===== src/hdl/ltrt_pkg.sv =====
`timescale 1ns / 1ps
// shared types and constants for the lottery ticket range table
// no dependencies

package ltrt_pkg;

  localparam int TABLE_ENTRIES = 16;
  localparam int IDX_W = (TABLE_ENTRIES > 1) ? $clog2(TABLE_ENTRIES) : 1;
  localparam int CNT_W = $clog2(TABLE_ENTRIES + 1);
  localparam int TKT_W = 16;
  localparam int ID_W = 16;

  // command codes
  localparam logic [2:0] CMD_INSERT    = 3'd0;
  localparam logic [2:0] CMD_NEXT_FREE = 3'd1;
  localparam logic [2:0] CMD_FIND      = 3'd2;
  localparam logic [2:0] CMD_GIVE      = 3'd3;
  localparam logic [2:0] CMD_TAKE      = 3'd4;
  localparam logic [2:0] CMD_REMOVE    = 3'd5;

  // response status codes
  localparam logic [1:0] STS_OK   = 2'd0;
  localparam logic [1:0] STS_MISS = 2'd1;
  localparam logic [1:0] STS_FULL = 2'd2;

  typedef struct packed {
    logic [2:0]       command;
    logic [ID_W-1:0]  thread_id;
    logic             is_lottery;
    logic [TKT_W-1:0] first_ticket;
    logic [TKT_W-1:0] last_ticket;
    logic [TKT_W-1:0] drawn_ticket;
    logic [TKT_W-1:0] ticket_count;
  } req_t;

  typedef struct packed {
    logic [1:0]       status;
    logic [ID_W-1:0]  owner_id;
    logic [TKT_W-1:0] next_ticket;
  } rsp_t;

  typedef struct packed {
    logic             lottery;
    logic [ID_W-1:0]  id;
    logic [TKT_W-1:0] first;
    logic [TKT_W-1:0] last;
  } entry_t;

  typedef struct packed {
    logic             we;
    logic             set_valid;
    logic             clr_valid;
    logic [IDX_W-1:0] addr;
    entry_t           data;
  } tbl_wr_t;

  typedef struct packed {
    logic   valid;
    entry_t data;
  } tbl_rd_t;

  // context handed from the sequencer to the entry evaluation unit
  typedef struct packed {
    logic             shift_phase;
    logic [2:0]       cmd;
    logic [ID_W-1:0]  thread_id;
    logic [TKT_W-1:0] drawn;
    logic [TKT_W-1:0] top;
    logic [IDX_W-1:0] tgt;
    logic [TKT_W-1:0] edge_tk;
    logic [TKT_W-1:0] delta;
    logic             up;
    logic             shift_en;
    logic [TKT_W-1:0] new_last;
  } ctx_t;

  typedef struct packed {
    logic   hit;
    logic   upd;
    logic   kill;
    entry_t data;
  } eval_t;

endpackage


===== src/hdl/ltrt_table.sv =====
`timescale 1ns / 1ps
// entry storage: memory of entry records with registered read, valid bits in flops
// depends on ltrt_pkg

module ltrt_table (
  input  logic                       clk,
  input  logic                       rst,
  input  logic [ltrt_pkg::IDX_W-1:0] rd_addr,
  input  ltrt_pkg::tbl_wr_t          wr,
  output ltrt_pkg::tbl_rd_t          rd
);

  ltrt_pkg::entry_t                      mem [ltrt_pkg::TABLE_ENTRIES];
  logic [ltrt_pkg::TABLE_ENTRIES-1:0]    valid;
  ltrt_pkg::entry_t                      rd_data;
  logic                                  rd_valid;

  always_ff @(posedge clk) begin
    if (wr.we) begin
      mem[wr.addr] <= wr.data;
    end
    rd_data <= mem[rd_addr];
  end

  always_ff @(posedge clk) begin
    if (rst) begin
      valid    <= '0;
      rd_valid <= 1'b0;
    end else begin
      if (wr.set_valid) begin
        valid[wr.addr] <= 1'b1;
      end else if (wr.clr_valid) begin
        valid[wr.addr] <= 1'b0;
      end
      rd_valid <= valid[rd_addr];
    end
  end

  assign rd.valid = rd_valid;
  assign rd.data  = rd_data;

endmodule


===== src/hdl/ltrt_unit.sv =====
`timescale 1ns / 1ps
// shared entry evaluation unit: match compares in the scan pass; target update or
// removal, and range shift add/subtract of lottery ranges above it, in the shift pass
// depends on ltrt_pkg

module ltrt_unit (
  input  ltrt_pkg::ctx_t             ctx,
  input  ltrt_pkg::tbl_rd_t          rd,
  input  logic [ltrt_pkg::IDX_W-1:0] idx,
  output ltrt_pkg::eval_t            ev
);

  always_comb begin
    ev      = '0;
    ev.data = rd.data;
    if (!ctx.shift_phase) begin
      case (ctx.cmd) inside
        ltrt_pkg::CMD_INSERT: begin
          ev.hit = !rd.valid;
        end
        ltrt_pkg::CMD_NEXT_FREE: begin
          ev.hit = rd.valid && rd.data.lottery && (rd.data.last > ctx.top);
        end
        ltrt_pkg::CMD_FIND: begin
          ev.hit = rd.valid && rd.data.lottery &&
                   (rd.data.first <= ctx.drawn) && (rd.data.last >= ctx.drawn);
        end
        ltrt_pkg::CMD_GIVE, ltrt_pkg::CMD_TAKE, ltrt_pkg::CMD_REMOVE: begin
          ev.hit = rd.valid && (rd.data.id == ctx.thread_id);
        end
        default: begin
          ev.hit = 1'b0;
        end
      endcase
    end else if (idx == ctx.tgt) begin
      if (ctx.cmd == ltrt_pkg::CMD_REMOVE) begin
        ev.kill = 1'b1;
      end else begin
        ev.upd          = 1'b1;
        ev.data.last    = ctx.new_last;
      end
    end else if (ctx.shift_en && rd.valid && rd.data.lottery &&
                 (rd.data.first > ctx.edge_tk)) begin
      // lottery range above the target moves with it
      ev.upd = 1'b1;
      if (ctx.up) begin
        ev.data.first = rd.data.first + ctx.delta;
        ev.data.last  = rd.data.last + ctx.delta;
      end else begin
        ev.data.first = rd.data.first - ctx.delta;
        ev.data.last  = rd.data.last - ctx.delta;
      end
    end
  end

endmodule


===== src/hdl/ltrt_ctrl.sv =====
`timescale 1ns / 1ps
// command sequencer: scan pass over the table, target prep, shift pass, result
// depends on ltrt_pkg; drives ltrt_table and ltrt_unit

module ltrt_ctrl (
  input  logic                       clk,
  input  logic                       rst,
  input  logic                       req_valid,
  input  ltrt_pkg::req_t             req,
  output logic                       req_stall,
  input  logic                       rsp_free,
  output logic                       res_valid,
  output ltrt_pkg::rsp_t             res,
  output logic [ltrt_pkg::IDX_W-1:0] rd_addr,
  output logic [ltrt_pkg::IDX_W-1:0] d_idx,
  output ltrt_pkg::tbl_wr_t          wr,
  output ltrt_pkg::ctx_t             ctx,
  input  ltrt_pkg::eval_t            ev
);

  typedef enum logic [2:0] {
    S_IDLE,
    S_SCAN,
    S_PREP,
    S_SHIFT,
    S_DONE
  } state_t;

  state_t                         state;
  ltrt_pkg::req_t                 req_q;
  logic [ltrt_pkg::CNT_W-1:0]     rd_cnt;
  logic                           d_vld;
  logic                           found;
  logic [ltrt_pkg::IDX_W-1:0]     tgt;
  logic [ltrt_pkg::TKT_W-1:0]     t_first;
  logic [ltrt_pkg::TKT_W-1:0]     t_last;
  logic                           t_lot;
  logic [ltrt_pkg::TKT_W-1:0]     top;
  logic [ltrt_pkg::ID_W-1:0]      owner;
  logic [ltrt_pkg::TKT_W-1:0]     edge_tk;
  logic [ltrt_pkg::TKT_W-1:0]     delta;
  logic                           up;
  logic                           shift_en;
  logic [ltrt_pkg::TKT_W-1:0]     new_last;

  logic                           rd_en;
  logic                           last_idx;
  logic                           is_tgt_cmd;
  logic [ltrt_pkg::TKT_W-1:0]     span;

  assign rd_en = ((state == S_SCAN) || (state == S_SHIFT)) &&
                 (rd_cnt < ltrt_pkg::CNT_W'(ltrt_pkg::TABLE_ENTRIES));
  assign rd_addr  = rd_en ? rd_cnt[ltrt_pkg::IDX_W-1:0] : '0;
  assign last_idx = d_vld && (d_idx == ltrt_pkg::IDX_W'(ltrt_pkg::TABLE_ENTRIES - 1));
  assign is_tgt_cmd = (req_q.command == ltrt_pkg::CMD_GIVE) ||
                      (req_q.command == ltrt_pkg::CMD_TAKE) ||
                      (req_q.command == ltrt_pkg::CMD_REMOVE);
  assign span = (t_last >= t_first) ? (t_last - t_first) : '0;

  assign req_stall = (state != S_IDLE);
  assign res_valid = (state == S_DONE);

  always_comb begin
    ctx.shift_phase = (state == S_SHIFT);
    ctx.cmd         = req_q.command;
    ctx.thread_id   = req_q.thread_id;
    ctx.drawn       = req_q.drawn_ticket;
    ctx.top         = top;
    ctx.tgt         = tgt;
    ctx.edge_tk     = edge_tk;
    ctx.delta       = delta;
    ctx.up          = up;
    ctx.shift_en    = shift_en;
    ctx.new_last    = new_last;
  end

  always_comb begin
    wr      = '0;
    wr.addr = d_idx;
    wr.data = ev.data;
    if ((state == S_SCAN) && d_vld && ev.hit && !found &&
        (req_q.command == ltrt_pkg::CMD_INSERT)) begin
      wr.we           = 1'b1;
      wr.set_valid    = 1'b1;
      wr.data.lottery = req_q.is_lottery;
      wr.data.id      = req_q.thread_id;
      wr.data.first   = req_q.first_ticket;
      wr.data.last    = req_q.last_ticket;
    end else if ((state == S_SHIFT) && d_vld) begin
      wr.we        = ev.upd;
      wr.clr_valid = ev.kill;
    end
  end

  always_comb begin
    res = '0;
    case (req_q.command) inside
      ltrt_pkg::CMD_INSERT: begin
        res.status = found ? ltrt_pkg::STS_OK : ltrt_pkg::STS_FULL;
      end
      ltrt_pkg::CMD_NEXT_FREE: begin
        res.status      = ltrt_pkg::STS_OK;
        res.next_ticket = top + 1'b1;
      end
      ltrt_pkg::CMD_FIND: begin
        res.status   = found ? ltrt_pkg::STS_OK : ltrt_pkg::STS_MISS;
        res.owner_id = owner;
      end
      ltrt_pkg::CMD_GIVE, ltrt_pkg::CMD_TAKE, ltrt_pkg::CMD_REMOVE: begin
        res.status = found ? ltrt_pkg::STS_OK : ltrt_pkg::STS_MISS;
      end
      default: begin
        res.status = ltrt_pkg::STS_OK;
      end
    endcase
  end

  always_ff @(posedge clk) begin
    if (rst) begin
      state <= S_IDLE;
      d_vld <= 1'b0;
      found <= 1'b0;
    end else begin
      d_vld <= rd_en;
      d_idx <= rd_addr;
      if (rd_en) begin
        rd_cnt <= rd_cnt + 1'b1;
      end
      unique case (state)
        S_IDLE: begin
          if (req_valid) begin
            req_q  <= req;
            rd_cnt <= '0;
            found  <= 1'b0;
            top    <= '0;
            owner  <= '0;
            if (req.command > ltrt_pkg::CMD_REMOVE) begin
              state <= S_DONE;
            end else begin
              state <= S_SCAN;
            end
          end
        end
        S_SCAN: begin
          if (d_vld && ev.hit) begin
            if (req_q.command == ltrt_pkg::CMD_NEXT_FREE) begin
              top <= ev.data.last;
            end else if (!found) begin
              // first match wins
              found   <= 1'b1;
              tgt     <= d_idx;
              owner   <= ev.data.id;
              t_first <= ev.data.first;
              t_last  <= ev.data.last;
              t_lot   <= ev.data.lottery;
            end
          end
          if (last_idx) begin
            if (is_tgt_cmd && (found || ev.hit)) begin
              state <= S_PREP;
            end else begin
              state <= S_DONE;
            end
          end
        end
        S_PREP: begin
          rd_cnt  <= '0;
          edge_tk <= t_last;
          case (req_q.command) inside
            ltrt_pkg::CMD_GIVE: begin
              delta    <= req_q.ticket_count;
              up       <= 1'b1;
              shift_en <= 1'b1;
              new_last <= t_last + req_q.ticket_count;
            end
            ltrt_pkg::CMD_TAKE: begin
              up       <= 1'b0;
              shift_en <= 1'b1;
              // clamp the count to the range span
              if (req_q.ticket_count > span) begin
                delta    <= span;
                new_last <= t_first;
              end else begin
                delta    <= req_q.ticket_count;
                new_last <= t_last - req_q.ticket_count;
              end
            end
            default: begin
              delta    <= t_last - t_first + 1'b1;
              up       <= 1'b0;
              shift_en <= t_lot;
              new_last <= t_last;
            end
          endcase
          state <= S_SHIFT;
        end
        S_SHIFT: begin
          if (last_idx) begin
            state <= S_DONE;
          end
        end
        S_DONE: begin
          if (rsp_free) begin
            state <= S_IDLE;
          end
        end
        default: begin
          state <= S_IDLE;
        end
      endcase
    end
  end

  a_busy_after_accept: assert property (@(posedge clk) disable iff (rst)
    (req_valid && !req_stall) |=> req_stall)
    else $error("request accepted but sequencer not busy");

  a_shift_needs_target: assert property (@(posedge clk) disable iff (rst)
    (state == S_SHIFT) |-> found)
    else $error("shift pass without a target entry");

  a_clear_only_remove: assert property (@(posedge clk) disable iff (rst)
    wr.clr_valid |-> ((state == S_SHIFT) && (req_q.command == ltrt_pkg::CMD_REMOVE)))
    else $error("entry cleared outside a remove");

  a_set_only_insert: assert property (@(posedge clk) disable iff (rst)
    wr.set_valid |-> ((state == S_SCAN) && (req_q.command == ltrt_pkg::CMD_INSERT) && !found))
    else $error("entry set outside the first free slot of an insert");

  a_data_in_pass: assert property (@(posedge clk) disable iff (rst)
    d_vld |-> ((state == S_SCAN) || (state == S_SHIFT)))
    else $error("table read data outside a pass");

endmodule


===== src/hdl/lottery_ticket_range_table.sv =====
`timescale 1ns / 1ps
// insert, next free, find and commands on unknown threads respond after one scan pass
// over the table; give, take and remove of a known thread add a target prep step and
// a shift pass, with one table read port swept per pass. reserved codes skip the scan.
// throughput: one request at a time, next request taken once the result is handed
// to the response register. synchronous reset clears all valid bits and the sequencer.
// depends on ltrt_pkg, ltrt_table, ltrt_unit, ltrt_ctrl

module lottery_ticket_range_table (
  input  logic           clk,
  input  logic           rst,
  input  logic           req_valid,
  input  ltrt_pkg::req_t req,
  output logic           req_stall,
  output logic           rsp_valid,
  input  logic           rsp_stall,
  output ltrt_pkg::rsp_t rsp
);

  logic [ltrt_pkg::IDX_W-1:0] rd_addr;
  logic [ltrt_pkg::IDX_W-1:0] d_idx;
  ltrt_pkg::tbl_wr_t          wr;
  ltrt_pkg::tbl_rd_t          rd;
  ltrt_pkg::ctx_t             ctx;
  ltrt_pkg::eval_t            ev;
  logic                       res_valid;
  ltrt_pkg::rsp_t             res;
  logic                       rsp_free;

  assign rsp_free = !rsp_valid || !rsp_stall;

  ltrt_ctrl u_ctrl (
    .clk       (clk),
    .rst       (rst),
    .req_valid (req_valid),
    .req       (req),
    .req_stall (req_stall),
    .rsp_free  (rsp_free),
    .res_valid (res_valid),
    .res       (res),
    .rd_addr   (rd_addr),
    .d_idx     (d_idx),
    .wr        (wr),
    .ctx       (ctx),
    .ev        (ev)
  );

  ltrt_table u_table (
    .clk     (clk),
    .rst     (rst),
    .rd_addr (rd_addr),
    .wr      (wr),
    .rd      (rd)
  );

  ltrt_unit u_unit (
    .ctx (ctx),
    .rd  (rd),
    .idx (d_idx),
    .ev  (ev)
  );

  // response register parts the sequencer from the downstream stall
  always_ff @(posedge clk) begin
    if (rst) begin
      rsp_valid <= 1'b0;
    end else if (res_valid && rsp_free) begin
      rsp_valid <= 1'b1;
    end else if (!rsp_stall) begin
      rsp_valid <= 1'b0;
    end
  end

  always_ff @(posedge clk) begin
    if (res_valid && rsp_free) begin
      rsp <= res;
    end
  end

endmodule


===== config.mk =====
export PLATFORM = sky130hd
export DESIGN_NAME = lottery_ticket_range_table
export DESIGN_NICKNAME = d
export VERILOG_FILES = /design/src/hdl/ltrt_pkg.sv /design/src/hdl/ltrt_table.sv /design/src/hdl/ltrt_unit.sv /design/src/hdl/ltrt_ctrl.sv /design/src/hdl/lottery_ticket_range_table.sv
export SDC_FILE = /design/constraint.sdc
export NUM_CORES = 2
export LEC_CHECK = 0
export BUFFER_PORTS_ARGS = -buffer_cell sky130_fd_sc_hd__buf_2
export CORE_MARGIN = 3
export CORE_UTILIZATION = 35
export DETAILED_ROUTE_END_ITERATION = 16
export GPL_ROUTABILITY_DRIVEN = 1
export GPL_TIMING_DRIVEN = 0
export PLACE_DENSITY = 0.59
export SYNTH_ARGS = -nofsm -noshare
export SYNTH_HDL_FRONTEND = slang
export SYNTH_SLANG_ARGS = --single-unit

===== constraint.sdc =====
create_clock -name clk -period 9.7 [get_ports clk]
set_input_delay 1.94 -clock clk [delete_from_list [all_inputs] [get_ports clk]]
set_output_delay 1.94 -clock clk [all_outputs]
set_load 0.1 [all_outputs]

# --- Word level (Yosys, flattened, before mapping) ---
# Memories as Yosys holds them, arrays and structs flattened. A register that Yosys moved wholly into a read port is not among the register bits.
# Cells that the tools add are included.
classes:
  n_bitwise: 7
  addsub: 10
  eq_ne: 21
  n_reduce_logical: 44
  n_lt_le_gt_ge: 11
  n_mux: 70
ops:
  columns: ["op", "count"]
  rows:
  - ["$mux W16", 18]
  - ["$mux W32", 3]
  - ["$pmux W16 S2", 2]
  - ["$sub A16 B16 Y16", 4]
  - ["$mux W49", 1]
  - ["$add A16 B16 Y16", 3]
  - ["$gt A16 B16 Y1", 3]
  - ["$add A16 B1 Y16 const B", 2]
  - ["$ge A16 B16 Y1", 2]
  - ["$mux W1", 26]
  - ["$logic_and A1 B1 Y1", 19]
  - ["$mux W3", 6]
  - ["$and A16 B16 Y16", 1]
  - ["$eq A16 B16 Y1", 1]
  - ["$le A16 B16 Y1", 1]
  - ["$not A16 Y16", 1]
  - ["$or A16 B16 Y16", 1]
  - ["$pmux W3 S5", 1]
  - ["$eq A3 B2 Y1 const B", 4]
  - ["$mux W2", 6]
  - ["$ne A2 B2 Y1 const B", 6]
  - ["$lt A4 B5 Y1 const B", 2]
  - ["$mux W5", 2]
  - ["$pmux W5 S2", 1]
  - ["other kinds (26)", 47]
totals:
  mem_bits_rw: 784
  elab_cells: 193
  n_memories: 1
  regBits: 269
mem_list:
  columns: ["memory", "words", "width", "read_ports", "rd_ports_with_merged_regs", "wr", "line", "source"]
  rows:
  - ["u_table.mem", 16, 49, 1, 1, 1, "ltrt_table.sv:13", "ltrt_pkg::entry_t mem [ltrt_pkg::TABLE_ENTRIES];"]

# --- Depth between registers and ports, before layout ---
logic_depth:
  ltp_word: 13
  ltp_mapped: 25
  depth_no_buf: 21

# --- By module ---
# A second synthesis with hierarchy kept.
unflattened:
  hier_cells: 3011
  area_unflattened_um2: 48784.3
by_module_without_submodules:
  columns: ["module", "cells_each", "area_each_um2", "seq_area_each_um2", "n_inst"]
  rows:
  - ["ltrt_table", 1320, 31228.7, 24863.8, 1]
  - ["ltrt_ctrl", 1044, 12150.4, 6466.2, 1]
  - ["ltrt_unit", 608, 4345.4, 0.0, 1]
  - ["lottery_ticket_range_table", 39, 1059.8, 1041.0, 1]

# --- Worst setup path before layout ---
# OpenSTA, ideal clock, no wires.
synth_path:
  path_type: "input -> register"
  from: "input port rst"
  to: "register u_ctrl.t_first[0] in the netlist's numbering, enable pin"
  path_stages: 4
  t_required_ns: 9.176
  setup_ns: 0.524
  path_buffers: 1
  arrival_time_ns: 5.958
  path_slack_ns: 3.218
  cell_sequence: "clkbuf_1 -> inv_1 -> nand2_1 -> nor4_1"
synth_between:
  elab_chain_cells: 2
synth_rtl:
  columns: ["element", "line", "source"]
  rows:
  - ["start: declaration", "lottery_ticket_range_table.sv:11", "input logic rst,"]
  - ["$not A1 Y1 (no source line)", null, null]
  - ["$reduce_and A5 Y1 (no source line)", null, null]
  - ["end signal: assignment", "ltrt_ctrl.sv:153", "t_first <= ev.data.first;"]
  - ["end: declaration", "ltrt_ctrl.sv:35", "logic [ltrt_pkg::TKT_W-1:0] t_first;"]
# No other way between the ends.
# A chain may end at the register's enable or synchronous reset.

# --- Worst setup path after layout ---
layout_path:
  from: "register u_ctrl.t_last[4] in the netlist's numbering"
  to: "register u_ctrl.delta[14] in the netlist's numbering (data pin)"
layout_between:
  elab_chain_cells: 6
layout_rtl:
  columns: ["element", "line", "source"]
  rows:
  - ["start: declaration", "ltrt_ctrl.sv:36", "logic [ltrt_pkg::TKT_W-1:0] t_last;"]
  - ["start signal: assignment", "ltrt_ctrl.sv:154", "t_last <= ev.data.last;"]
  - ["$sub A16 B16 Y16 / $ge A16 B16 Y1 (equally long branches)", "ltrt_ctrl.sv:58, ltrt_ctrl.sv:189", null]
  - ["$mux W16", "ltrt_ctrl.sv:58", "assign span = (t_last >= t_first) ? (t_last - t_first) : '0;"]
  - ["$gt A16 B16 Y1", "ltrt_ctrl.sv:180", "if (req_q.ticket_count > span) begin"]
  - ["$mux W16", "ltrt_ctrl.sv:180", null]
  - ["$mux W16 (*) (2 in a row)", "ltrt_ctrl.sv:169", "case (req_q.command) inside"]
  - ["end signal: assignment", "ltrt_ctrl.sv:171", "delta <= req_q.ticket_count;"]
  - ["end signal: assignment", "ltrt_ctrl.sv:181", "delta <= span;"]
  - ["end signal: assignment", "ltrt_ctrl.sv:184", "delta <= req_q.ticket_count;"]
  - ["end: declaration", "ltrt_ctrl.sv:41", "logic [ltrt_pkg::TKT_W-1:0] delta;"]
# Every way passes the cells marked *; elsewhere a longest branch is shown, timed or not.

==> summary by stage <==
Routing
After detailed routing, the average wire length per cell comes to 26.5 um. The aggregate routed wire length is 139000 um. In this run the remaining antenna-violating nets after routing total 0. After detailed routing, the number of remaining DRC violations is 0. For this block, the via count after detailed routing is 28849. The detailed-route vias per instance is 5.49. After the first detailed-routing iteration, the DRC count stood at around 3200. The first-pass detailed-route iteration total is 6.

Cells and area
Of the cells placed in the final design, the portion with a size suffix greater than 1 is 19.1%. The finished cells cover 56100 sq um. The number of nets at the end of the flow is 3623.

The layout overhead on the synthesized area is 15.9%. The count of fill cells added during filler insertion is 12285. Excluding fillers, the count of instances in the completed layout stands at 5252. The post-layout utilization of the core is 41.1%.

Floorplan
The effective utilization at floorplan is 35.5%. The height of the chip is 378 um. The area of the die is 143000 sq um. The width of the die is 378 um. The core region is 136000 sq um. Row generation in the floorplan step produced 135 rows.

The top-level port count is about 120.

Power and ir drop
The relative contribution of sequential cells to total power is 49.8%. The internal portion of total power is 8.36 mW. The share of total power dissipated in combinational logic is between 10% and 20%.

The power spent charging and discharging nets is 2.75 mW. The switching share of power is 24.7%. The portion of total power attributed to the clock network is 40.1%. The power density over the cells is 198 nW/um^2. The leakage dissipation is 18.7 nW. Summing internal, switching and leakage power gives 11.1 mW. Across the VDD grid, the largest voltage drop is 0.153 mV.

Clock tree
Buffers added to address setup during post-CTS repair amount to 0. Clock latency on the worst-skew pair, taken at its later pin, is ~750 ps. The H-tree was split into 3 levels. The number of clock buffers added by TritonCTS is 113.

For this design, the sink count on the clock tree is approximately 1100. After clock tree synthesis, the repair step resized 0 gates. The maximum clock insertion buffer count is 3. After clock tree synthesis, the flow added hold-fix buffers numbering 0. The clock-pin transition on the worst setup and hold timing paths is 60 ps.

Clock tree synthesis selected as its root buffer the cell clkbuf_16. The TritonCTS clock tree is built.

Worst setup path
In this run the worst path has a maximum fanout of 10. The worst path arrival time is 7520 ps. The setup path with the least slack is of type flip-flop to flip-flop.

The worst setup path is captured at a flip-flop. The critical path launch point type is a flip-flop. For the worst setup path, the data required time is 10180 ps.

Synthesis
Sequential elements use about two thirds of the synthesized area. The average instance in the mapped netlist occupies 15.7 sq um. The most common cell in the synthesized netlist is edfxtp_1. Counting flops and latches in the post-synthesis netlist gives roughly 1100. In this run the cell area of the synthesized design comes to 48400 sq um.

The count of flip-flops with a built-in enable after synthesis is 1030. The share of async-settable or async-resettable flops after synthesis is 0%. Yosys attributes the largest share of cell area to edfxtp_1, mux4_2, ha_1.

In this run the biggest area consumer among cell types represents 63.9% of the synthesized area. After synthesis, the most frequently instantiated cells are edfxtp_1, nand2_1, mux4_2. The commonest register cell after synthesis is edfxtp_1. For this run, the number of Yosys warnings is 0.

The number of distinct library cells after synthesis is 83. Synthesis produced between 3000 and 4000 cells. The cell taking the most area after synthesis is edfxtp_1. The total nets after synthesis is 3342.

STA
For the finished layout, the period the worst path requires is 7040 ps. For this run, the top clock speed supported by timing is 142 MHz. The hold violation total from the final report is 0. The relative slew slack is about 14%. The final number of setup-violating endpoints is 0. The final critical path takes up 72.5% of the cycle. The worst setup skew after layout is 63.0 ps. Setup repair after global routing left no endpoint under its margin. The final-report max-slew violation count was 0.

Setup slack closes at between 2000 and 3000 ps. For the pin with the worst max-slew slack, the measured transition is around 1300 ps.

Placement
The total cell area at the placement stage is 52300 sq um. After detailed placement, the design holds a cell count of 5035. Before CTS, the worst setup slack after placement is between 2000 and 3000 ps. The number of input and output port buffers inserted is about 120. After legalization and detailed placement, the total HPWL measured 97900 um. The routability congestion estimate is 0.911.

GRT
The total overflow reported by the global router is 0. For this run, the total global-route usage over all layers was measured as 19.4%. The number of global-route vias before repair is 28593. The first global-routing pass estimated 201000 um of wire. The number of antenna violations at the first check in global routing came to 12. Entering global routing, the biggest net connects 40 pins.

Flow run
The number of maximum-capacitance violations is 0.

Status
The flow ran to the end, and the final reports show no timing, DRC or antenna violations.

Hold path
The min-delay analysis places its worst path in the category flip-flop to flip-flop.
cells by family (layout without fill, tap and decap cells):
kind of cell               count (synthesis)  in the layout  synth area share (%)
adders and majority gates                166            166                  4.37
xor gates and xnor gates                 104            104                  1.88
and+or+nand+nor                          684            684                  6.92
other                                      0              3                     0
buffers and inverters                    255            635                  2.11
DFF                                     1102           1102                  66.8
AOI/OAI and AO/OA                        515            515                  7.12
muxes                                    262            262                  10.7
layer usage:
layer	share of wire (%)	track usage [%]
met5	0.0093	0
met2	47	31.0
met1	43	27.3
met4	2.7	5.50
met3	7.2	3.39
registers in the layout (all words and copies together), names as in the netlist, 3 cells and up, named ones only:
name             count
u_ctrl.d_idx         4
u_ctrl.req_q        49
u_ctrl.state         3
u_ctrl.t_first      16
u_table.rd          49
u_ctrl.ctx          35
u_table.mem        784
u_ctrl.tgt           4
u_ctrl.owner        16
u_ctrl.t_last       16
u_ctrl.delta        16
u_ctrl.edge_tk      16
u_ctrl.top          16
u_ctrl.rd_cnt        5
u_ctrl.new_last     16
rsp                 34
final timing paths:
| path | start | endpoint | slack, ps | depth (start not counted) |
|---|---|---|---|---|
| worst max-delay path | u_ctrl.t_last[4]$_DFFE_PP_ | u_ctrl.delta[14]$_DFFE_PP_ | 2660 | 22 |
| worst min-delay path | u_ctrl.d_idx[3]$_DFFE_PN_ | u_ctrl.tgt[3]$_DFFE_PP_ | 450 | 0 |
| worst max register to register | u_ctrl.t_last[4]$_DFFE_PP_ | u_ctrl.delta[14]$_DFFE_PP_ | 2660 | 22 |
| worst min register to register | u_ctrl.d_idx[3]$_DFFE_PN_ | u_ctrl.tgt[3]$_DFFE_PP_ | 450 | 0 |
cells in the final DEF, fill, tap and decap left out, drive strengths merged, types with 72 or more instances in the layout:
master,count
clkbuf,239
dfxtp,72
nor2,146
mux4,201
a21oi,100
inv,122
and2,106
ha,161
nand2,218
buf,212
o21ai,93
edfxtp,1030
worst max-delay path: stages (launching register included):
cell       delay [ps]
edfxtp_1          620
ha_1              390
clkbuf_1          270
o21ai_1           180
o211ai_2          330
nand2_1           130
o21ai_0           320
a21oi_1            80
o21ai_0           200
clkbuf_1          500
clkbuf_1          380
nand2_1           140
ha_1              320
nand3_1           100
o221ai_1          200
o211ai_1          130
a21oi_1           140
o21a_1            300
clkbuf_1          520
nor2_1            270
nor2_1            660
nor2_1            160
a2111oi_4         420
final cells by class:
| type | count | area (sq um) | share of cell area, % |
|---|---|---|---|
| inverter | 121 | 454 | 0.810 |
| multi-input combinational | 1731 | 15200 | 27.1 |
| tap | 1781 | 2230 | 3.97 |
| timing repair buffer | 166 | 1450 | 2.59 |
| antenna | 3 | 7.51 | 0.0134 |
| sequential | 1102 | 32400 | 57.7 |
| clock inverter | 63 | 731 | 1.30 |
| buffer | 134 | 569 | 1.01 |
| clock buffer | 151 | 3100 | 5.53 |
power by group through the flow:
stage | registers [mW] | clock network, mW | logic [mW]
floorplan | 5.61 | 0 | 0.689
global placement | 5.64 | 0 | 1.09
detailed placement | 5.63 | 0 | 1.12
CTS | 5.53 | 4.54 | 1.12
global route | 5.53 | 4.74 | 1.22
finish | 5.53 | 4.46 | 1.12
metrics by stage:
stage | setup TNS, ps | hold slack [ps]
2_1_floorplan | 0 | 424
3_5_place_dp | 0 | 433
4_1_cts | 0 | 448
5_1_grt | 0 | 467
6_report | 0 | 449
3_3_place_gp | -26230 | 431
No activity file was read; power rests on OpenSTA's default activity.
